File: config.mk
export PLATFORM = sky130hd
export DESIGN_NAME = stepper_full_step_driver_unit
export DESIGN_NICKNAME = d
export VERILOG_FILES = /design/src/rtl/sfsd_pkg.sv /design/src/rtl/sfsd_ramp.sv /design/src/rtl/stepper_full_step_driver_unit.sv
export SDC_FILE = /design/constraint.sdc
export NUM_CORES = 1
export LEC_CHECK = 0
export BUFFER_PORTS_ARGS = -buffer_cell sky130_fd_sc_hd__buf_2
export CAP_MARGIN = 0
export CORE_ASPECT_RATIO = 1.2
export CORE_MARGIN = 8
export CORE_UTILIZATION = 57
export CTS_BUF_LIST = sky130_fd_sc_hd__clkbuf_2
export DETAILED_ROUTE_END_ITERATION = 7
export HOLD_SLACK_MARGIN = 0.02
export PLACE_DENSITY = 0.79
export REMOVE_ABC_BUFFERS = 1
export SLEW_MARGIN = 20
export SYNTH_ARGS = -nofsm -noshare
export SYNTH_HDL_FRONTEND = slang
export SYNTH_SLANG_ARGS = --single-unit
File: constraint.sdc
create_clock -name clk -period 7.6 [get_ports clk]
set_clock_uncertainty 0.1 [all_clocks]
set_input_delay 0.38 -clock clk [delete_from_list [all_inputs] [get_ports clk]]
set_output_delay 0.38 -clock clk [all_outputs]
set_load 0.005 [all_outputs]
File: src/rtl/sfsd_pkg.sv
// ----------------------------------------------------------------------------
// sfsd_pkg
// Shared constants, codes and tables of the full-step stepper driver.
// ----------------------------------------------------------------------------
package sfsd_pkg;

  // Input item kinds
  localparam logic CMD_TICK = 1'b0;
  localparam logic CMD_BYTE = 1'b1;

  // Register map (word index)
  localparam logic REG_START_INTERVAL = 1'b0;

  localparam int          PENDING_LIMIT_DEF  = 32767;
  localparam int          PENDING_RST        = 100;
  localparam logic [15:0] START_INTERVAL_RST = 16'd890;
  localparam logic [2:0]  RAMP_LAST_STAGE    = 3'd5;
  localparam logic [7:0]  FWD_MAX            = 8'd127;

  // Q16 interval factor per ramp stage; unity once the ramp has settled
  function automatic logic [16:0] ramp_factor(input logic [2:0] stage);
    logic [16:0] f;
    case (stage)
      3'd0:    f = 17'd63570;
      3'd1:    f = 17'd64750;
      3'd2:    f = 17'd65221;
      3'd3:    f = 17'd65410;
      3'd4:    f = 17'd65486;
      default: f = 17'd65536;
    endcase
    return f;
  endfunction

  // Full-step coil pattern: A+B, B+C, C+D, D+A
  function automatic logic [3:0] phase_pattern(input logic [1:0] phase);
    logic [3:0] p;
    case (phase)
      2'd0:    p = 4'h3;
      2'd1:    p = 4'h6;
      2'd2:    p = 4'hC;
      default: p = 4'h9;
    endcase
    return p;
  endfunction

endpackage

File: src/rtl/sfsd_ramp.sv
// ----------------------------------------------------------------------------
// sfsd_ramp
// Next step interval: interval scaled by the stage's Q16 factor, floored at 1.
// ----------------------------------------------------------------------------
module sfsd_ramp
  import sfsd_pkg::*;
(
  input  logic [15:0] interval,
  input  logic [2:0]  stage,
  output logic [15:0] interval_next
);

  logic [32:0] product;
  logic [16:0] scaled;

  assign product = {17'b0, interval} * {16'b0, ramp_factor(stage)};
  assign scaled  = product[32:16];

  // Factor never exceeds unity, so the scaled value fits in 16 bits
  assign interval_next = (scaled == 17'd0) ? 16'd1 : scaled[15:0];

endmodule

File: src/rtl/stepper_full_step_driver_unit.sv
// ----------------------------------------------------------------------------
// stepper_full_step_driver_unit
// Four-coil full-step stepper driver with an accelerating step ramp.
// ----------------------------------------------------------------------------
// Pipeline: an accepted item passes the input register, then the result register.
// Throughput: one item per cycle unless the output stalls; the state update and
//   ramp multiply sit between the two registers. A stalled output holds the
//   input stage.
// Reset: pending count 100, phase 0, coils off, ramp stage 0, countdown 0,
//   start interval 890.
module stepper_full_step_driver_unit
  import sfsd_pkg::*;
#(
  parameter int PENDING_LIMIT = PENDING_LIMIT_DEF
) (
  input  logic        clk,
  input  logic        rst,
  // Configuration
  input  logic        psel,
  input  logic        penable,
  input  logic        pwrite,
  input  logic [2:0]  paddr,
  input  logic [31:0] pwdata,
  output logic [31:0] prdata,
  output logic        pready,
  // Input items
  input  logic        s_tvalid,
  output logic        s_tready,
  input  logic [7:0]  s_tdata,   // [7:0] cmd_byte
  input  logic        s_tuser,   // [0] cmd
  // Result items
  output logic        m_tvalid,
  input  logic        m_tready,
  output logic [23:0] m_tdata    // [3:0] coils, [4] stepped, [20:5] pending,
                                 // [21] saturated, [23:22] zero
);

  localparam int PW = $clog2(longint'(PENDING_LIMIT) + 1) + 1;
  localparam logic signed [PW:0]   LIM     = (PW+1)'(PENDING_LIMIT);
  localparam logic signed [PW-1:0] PEND_RV = PW'(PENDING_RST);

  // Configuration register
  logic [15:0] start_interval;
  logic [15:0] start_eff;

  assign pready = 1'b1;

  always_ff @(posedge clk) begin
    if (rst) begin
      start_interval <= START_INTERVAL_RST;
    end else if (psel && penable && pwrite && (paddr[2] == REG_START_INTERVAL)) begin
      start_interval <= pwdata[15:0];
    end
  end

  assign prdata    = (paddr[2] == REG_START_INTERVAL) ? {16'b0, start_interval} : 32'b0;
  assign start_eff = (start_interval == 16'd0) ? 16'd1 : start_interval;

  // Input register
  logic       in_valid;
  logic       in_cmd;
  logic [7:0] in_byte;
  logic       adv;
  logic       fire;

  assign adv      = !m_tvalid || m_tready;
  assign fire     = in_valid && adv;
  assign s_tready = !in_valid || adv;

  always_ff @(posedge clk) begin
    if (rst) begin
      in_valid <= 1'b0;
    end else if (s_tready) begin
      in_valid <= s_tvalid;
    end
  end

  always_ff @(posedge clk) begin
    if (s_tvalid && s_tready) begin
      in_cmd  <= s_tuser;
      in_byte <= s_tdata;
    end
  end

  // Driver state
  logic signed [PW-1:0] pending_steps, pending_steps_next;
  logic [1:0]           coil_phase, coil_phase_next;
  logic [15:0]          step_interval, step_interval_next;
  logic [2:0]           ramp_stage, ramp_stage_next;
  logic [15:0]          tick_countdown, tick_countdown_next;
  logic [3:0]           coil_drive, coil_drive_next;
  logic                 stepped, sat;

  logic [15:0]          ramp_interval;
  logic signed [8:0]    delta;
  logic signed [PW:0]   sum;
  logic [PW+15:0]       pend_wide;

  sfsd_ramp u_ramp (
    .interval      (step_interval),
    .stage         (ramp_stage),
    .interval_next (ramp_interval)
  );

  assign delta = (in_byte > FWD_MAX) ? -$signed({1'b0, in_byte - FWD_MAX})
                                     : $signed({1'b0, in_byte});
  assign sum   = {pending_steps[PW-1], pending_steps} + (PW+1)'(delta);

  always_comb begin
    pending_steps_next  = pending_steps;
    coil_phase_next     = coil_phase;
    step_interval_next  = step_interval;
    ramp_stage_next     = ramp_stage;
    tick_countdown_next = tick_countdown;
    coil_drive_next     = coil_drive;
    stepped             = 1'b0;
    sat                 = 1'b0;
    if (in_cmd == CMD_BYTE) begin
      if (in_byte != 8'd0) begin
        if (sum > LIM) begin
          pending_steps_next = PW'(LIM);
          sat                = 1'b1;
        end else if (sum < -LIM) begin
          pending_steps_next = PW'(-LIM);
          sat                = 1'b1;
        end else begin
          pending_steps_next = sum[PW-1:0];
        end
      end
    end else if (tick_countdown != 16'd0) begin
      tick_countdown_next = tick_countdown - 16'd1;
    end else if (pending_steps != '0) begin
      coil_drive_next = phase_pattern(coil_phase);
      if (pending_steps > 0) begin
        coil_phase_next    = coil_phase + 2'd1;
        pending_steps_next = pending_steps - PW'(1);
      end else begin
        coil_phase_next    = coil_phase - 2'd1;
        pending_steps_next = pending_steps + PW'(1);
      end
      stepped             = 1'b1;
      tick_countdown_next = step_interval - 16'd1;
      step_interval_next  = ramp_interval;
      if (ramp_stage < RAMP_LAST_STAGE) begin
        ramp_stage_next = ramp_stage + 3'd1;
      end
    end else begin
      // idle: coils off, restart the ramp
      coil_drive_next    = 4'h0;
      step_interval_next = start_eff;
      ramp_stage_next    = 3'd0;
    end
  end

  always_ff @(posedge clk) begin
    if (rst) begin
      pending_steps  <= PEND_RV;
      coil_phase     <= 2'd0;
      step_interval  <= START_INTERVAL_RST;
      ramp_stage     <= 3'd0;
      tick_countdown <= 16'd0;
      coil_drive     <= 4'h0;
    end else if (fire) begin
      pending_steps  <= pending_steps_next;
      coil_phase     <= coil_phase_next;
      step_interval  <= step_interval_next;
      ramp_stage     <= ramp_stage_next;
      tick_countdown <= tick_countdown_next;
      coil_drive     <= coil_drive_next;
    end
  end

  // Result register
  assign pend_wide = {{16{pending_steps_next[PW-1]}}, pending_steps_next};

  always_ff @(posedge clk) begin
    if (rst) begin
      m_tvalid <= 1'b0;
    end else if (adv) begin
      m_tvalid <= in_valid;
    end
  end

  always_ff @(posedge clk) begin
    if (fire) begin
      m_tdata <= {2'b00, sat, pend_wide[15:0], stepped, coil_drive_next};
    end
  end

`ifndef SYNTHESIS
  a_pending_range: assert property (@(posedge clk) disable iff (rst)
    (pending_steps <= $signed(LIM[PW-1:0]) && pending_steps >= -$signed(LIM[PW-1:0])))
    else $error("pending count outside its limit");

  a_interval_nonzero: assert property (@(posedge clk) disable iff (rst)
    step_interval != 16'd0)
    else $error("step interval reached zero");

  a_stage_range: assert property (@(posedge clk) disable iff (rst)
    ramp_stage <= RAMP_LAST_STAGE)
    else $error("ramp stage beyond last stage");

  a_step_coils: assert property (@(posedge clk) disable iff (rst)
    (m_tvalid && m_tdata[4]) |-> ($countones(m_tdata[3:0]) == 2))
    else $error("step taken without a two-coil pattern");

  a_countdown_no_step: assert property (@(posedge clk) disable iff (rst)
    (fire && in_cmd == CMD_TICK && tick_countdown != 16'd0) |=> !m_tdata[4])
    else $error("step taken during countdown");
`endif

endmodule

After elaboration in Yosys (flattened, before gate mapping)

Cells that the tools add are included.

Register bits: 106
Input port bits: 51
Output and inout port bits: 59

Add/sub/neg operators: 10
Multipliers: 1
Magnitude comparators: 5
Equality and inequality tests: 7
Multiplexer cells: 25
Bitwise operators: 3
Reductions and logical operators: 23

Operators with widths:

| cell                                                                    | number |
|---|---|
| 16-bit two-way mux                                                      | 13 |
| 17-bit case mux with 5 select lines                                     | 1 |
| 16-bit by 17-bit multiplier with 33-bit output                          | 1 |
| 16-bit nonzero test                                                     | 2 |
| 16-bit by 1-bit subtractor with 16-bit output (second input constant)   | 2 |
| 16-bit by 9-bit adder with 17-bit output                                | 1 |
| 17-bit by 16-bit > comparator with 1-bit output (second input constant) | 1 |
| 17-bit logical NOT                                                      | 1 |
| 17-bit by 16-bit < comparator with 1-bit output (second input constant) | 1 |
| 16-bit by 2-bit adder with 16-bit output (second input constant)        | 1 |
| 16-bit by 1-bit > comparator with 1-bit output (second input constant)  | 1 |
| 16-bit logical NOT                                                      | 1 |
| 16-bit by 2-bit subtractor with 16-bit output (second input constant)   | 1 |
| 4-bit two-way mux                                                       | 3 |
| 4-bit case mux with 3 select lines                                      | 1 |
| 9-bit two-way mux                                                       | 1 |
| 8-bit negation with 9-bit output                                        | 1 |
| 8-bit by 7-bit > comparator with 1-bit output (second input constant)   | 1 |
| 4-bit AND reduction                                                     | 2 |
| 8-bit nonzero test                                                      | 1 |
| 8-bit by 7-bit subtractor with 8-bit output (second input constant)     | 1 |
| 3-bit by 2-bit equality test with 1-bit output (second input constant)  | 2 |
| 3-bit two-way mux                                                       | 2 |
| 3-bit AND reduction                                                     | 2 |
| other kinds (20)                                                        | 30 |

Depth between registers and ports, before layout

Word-level depth: 9
Gate-level depth with buffers: 33
Mapped depth without buffers: 31

Modules after synthesis

A second synthesis with hierarchy kept.

Cell total of the unflattened synthesis: 1,848
Area total of the unflattened synthesis: 15,584.9 um^2

Modules (own cells, without submodules):

| module                        | times used | cells each | area an instance (um^2) | sequential area each (um^2) |
|---|---|---|---|---|
| sfsd_ramp                     | 1          | 946        | 8,246.7                 | 0.0 |
| stepper_full_step_driver_unit | 1          | 902        | 7,338.3                 | 2,432.3 |

Least setup slack after synthesis

Ideal clock, no wire load.

Path kind: flip-flop to flip-flop
Start: register ramp_stage[0]
End: register step_interval[0]
Setup time: 74 ps
Arrival time: 7,479 ps
Data required time: 7,426 ps
Path slack: -54 ps
Cell stages (with the launch flop): 29
Period minus slack after synthesis: 7,654 ps
Path through: dfxtp_1 > inv_1 > ha_1 > nand2_1 > o21ai_0 > or3_1 > clkbuf_1 > or2_2 > clkbuf_1 > nand2_1 > inv_1 > fa_1 > inv_1 > fa_1 > fa_1 > inv_1 > fa_1 > fa_1 > fa_1 > ha_1 > a21oi_1 > o21ai_0 > a221oi_1 > o2111ai_1 > a31oi_1 > a21oi_1 > or3_1 > a21o_1 > o21ai_0

Longest elaborated chain between the ends: 6

Ends and longest elaborated chain:

| item                                              | line                                 | text |
|---|---|---|
| start, declared                                   | stepper_full_step_driver_unit.sv:89  | `logic [2:0] ramp_stage, ramp_stage_next;` |
| start signal, assigned                            | stepper_full_step_driver_unit.sv:167 | `ramp_stage <= ramp_stage_next;` |
| 3-bit equality test, or another cell as far along | sfsd_pkg.sv:23                       | `case (stage)` |
| 17-bit case mux with 5 select lines *             | sfsd_pkg.sv:23                       |  |
| 16-bit by 17-bit multiplier with 33-bit output *  | sfsd_ramp.sv:16                      | `assign product = {17'b0, interval} * {16'b0, ramp_factor(stage)};` |
| 17-bit logical NOT                                | sfsd_ramp.sv:20                      | `assign interval_next = (scaled == 17'd0) ? 16'd1 : scaled[15:0];` |
| 16-bit two-way mux *                              | sfsd_ramp.sv:20                      |  |
| 16-bit two-way mux *                              | stepper_full_step_driver_unit.sv:132 | `end else if (pending_steps != '0) begin` |
| end signal, assigned                              | stepper_full_step_driver_unit.sv:166 | `step_interval <= step_interval_next;` |
| end, declared                                     | stepper_full_step_driver_unit.sv:88  | `logic [15:0] step_interval, step_interval_next;` |

Every way passes the cells marked *; elsewhere a longest branch is shown, timed or not.
A chain may end at the register's enable or synchronous reset.

Worst setup path in the final report

Start: register ramp_stage[0]
End: register step_interval[14]

The elaborated chain is that of the path after synthesis.

==> out/qor.yml <==
post_drt_via_cell_ratio: 5.85
ant_nets: 0
hp-class: "in -> reg"
h-tree-depth: 3
synth_area_leaders: "fa_1, ha_1, dfxtp_1"
cts_tree: "built"
clkTransAtPathRegs_ns: 0.32
hpwl_mm: 34.0
drc_errors: 0
gp_congestion: 0.951
max-cap-violations: 0
outcome: "finished, final reports clean"
synth.most_common_cell: "inv_1"
wl_mm: 43.1
critical_path_class: "reg -> reg"
grt_pass1_vias: 14200
max_freq_mhz: 135
finalCritPeriodShare_pct: 97.8
area_growth_pct: 13.9
ys_seq_area_share_pct: 15.7
crit_slowest_cell: "fa_1"
io_buffers: 72
pre_cts_ws_ns: -0.169
synth_seq_cells: 106
worstPathBufferInverterCount: 7
slew_violations: 0
end_kind: "flip-flop"
cp_max_fo: 14
drive_above_1_share_pct: 16.1
synth_cell_types: 95
overflow: 0
setup_viol: 0
synth_edf_count: 31
finalWorstSetupSlack_ns: 0.167
startpoint_type: "flip-flop"
r2r_start: "ramp_stage[0]"
die-area_mm2: 0.0327
synth_top_area_share_pct: 25.8
worst-endpoint-arrival_ns: 7.95
tightestPinTransition_ns: 0.920
synth_commonest_cells: "inv_1, fa_1, nand2_1, ha_1, nor2_1"
hold_depth: 3
start_util_pct: 57.4
drt_pass1_iterations: 6
hold_ws_ns: 0.0761
die_w_um: 166
post-route-min-period_ns: 7.43
coreArea_mm2: 0.0269
drt_iter0_drc: 1209
slew_headroom_pct: 37.8
synth-warning-count: 0
hp-start: "rst"
die_y_um: 196
cts_root_buf: "clkbuf_2"
synth_top_area_cell: "fa_1"
vias: 13700
track_usage_pct: 26.2
synthCells: 1829
cts_buffers: 9
required_ns: 8.12
cp_common_cell: "fa_1"
clk_latency_ns: 0.69
min_to: "ramp_stage[1]"
clock-sinks: 106
rows: 66
yosys_most_used_dff: "dfxtp_1"
cpPeakStageDelay_ns: 0.66
worstReg2RegEnd: "step_interval[14]"
nets: 2377
antenna_found_initial: 1
grt_max_degree: 32
avgSynthCellArea_um2: 8.45
rr_worst_depth: 29
grt_pass1_wl_mm: 69.9
ios: 110
async_flop_share_pct: 0
rrSetupSlack_ns: 0.17
clk_path_buf_depth: 2
netlist_area_mm2: 0.0155
post-route-util_pct: 65.4
wl_per_cell_um: 18.5
hold_viol: 0
cp_top_family: "adder cells"
-- metrics by stage --
stage	std cells	cell area [um^2]	TNS [ns]
final	2333	17600	0
after floorplan	1755	15100	-0.932
after global placement	2276	16700	-0.0475
after detailed placement	2276	16700	-0.406
after CTS	2324	17200	0
after global routing	2333	17600	-0.159
-- area by class of cell --
class | count | area (um^2)
Inverter | 271 | 1020
Antenna cell | 1 | 2.50
Multi-Input combinational cell | 1379 | 12000
Tap cell | 340 | 425
Sequential cell | 106 | 2440
Clock inverter | 7 | 77.6
Clock buffer | 9 | 45.0
Timing Repair Buffer | 220 | 1550
Fill cell | 2112 | 9320
-- worst max path at each step --
stage                   from           endpoint  slack [ns]  cells past startpoint
3_3_place_gp   ramp_stage[0]   step_interval[0]       -0.05                     27
3_5_place_dp   ramp_stage[0]   step_interval[0]       -0.17                     27
2_1_floorplan  ramp_stage[0]   step_interval[0]       -0.35                     26
4_1_cts        ramp_stage[0]   step_interval[0]        0.02                     29
6_report       ramp_stage[0]  step_interval[14]        0.17                     29
5_1_grt        ramp_stage[1]  step_interval[14]       -0.08                     28
-- layer usage --
layer / vias to the layer above / share of wire, % / GRT usage (%)
met2: 567 / 51 / 47.5
met5: - / 0 / 0
met3: 136 / 6.1 / 3.54
li1: 6328 / - / -
met1: 6620 / 39 / 30.8
met4: 0 / 4.4 / 11.1
-- worst reg2reg max path, delay by kind of cell, from the launching register on --
family                     cells  cell delay [ns]
AOI/OAI and AO/OA              9             1.66
xor gates and xnor gates       1             0.18
adders and majority gates      8             3.30
buffers and inverters          7             0.87
DFF                            1             0.43
and+or+nand+nor                4             0.82
-- state kept, by name (all words and copies together) (netlist names) --
name and flops:
in_cmd 1, tick_countdown 16, in_valid 1, ramp_stage 3
m_tdata 22, m_tvalid 1, coil_phase 2, start_interval 16
step_interval 16, coil_drive 4, pending_steps 16, in_byte 8
-- kinds of logic (layout without fill, tap and decap cells) --
kind of cell | count (synthesis) | after routing | share of synthesized area [%]
DFF | 106 | 106 | 15.7
other | 2 | 23 | 0.0486
buffers and inverters | 365 | 507 | 9.54
AOI/OAI and AO/OA | 317 | 317 | 13.2
and+or+nand+nor | 630 | 631 | 20.2
adders and majority gates | 345 | 345 | 37.5
muxes | 16 | 16 | 1.09
xor gates and xnor gates | 48 | 48 | 2.72
-- repair_timing --
item / in CTS / in global routing
hold buffers: 28 / 0
setup buffers: 4 / 6
gates resized for setup: 13 / 81
setup endpoints to repair: 5 / 16
hold endpoints to repair: 27 / 0
gates cloned: 0 / 2
pin swaps: 6 / 48
-- cell usage in the layout, fill, tap and decap left out, types with 18 or more instances in the layout --
master / synthesis / routed
dfxtp_1: 75 / 73
a21oi_1: 100 / 93
ha_1: 140 / 129
edfxtp_1: 31 / 31
inv_1: 270 / 266
buf_4: 20 / 115
nor4_1: 19 / 18
nand2_1: 197 / 192
xnor2_1: 32 / 32
o21ai_0: 75 / 65
nor2_1: 138 / 133
nor2b_1: 23 / 22
fa_1: 199 / 195
dlygate4sd3_1: 1 / 28
conb_1: 2 / 22
buf_2: 4 / 73
nor3_1: 37 / 35
nand3_1: 37 / 37
and2_1: 81 / 79
Power is left out: the tool's default activity adds up to more than one toggle a clock period on the data nets, which glitch-free logic cannot reach.
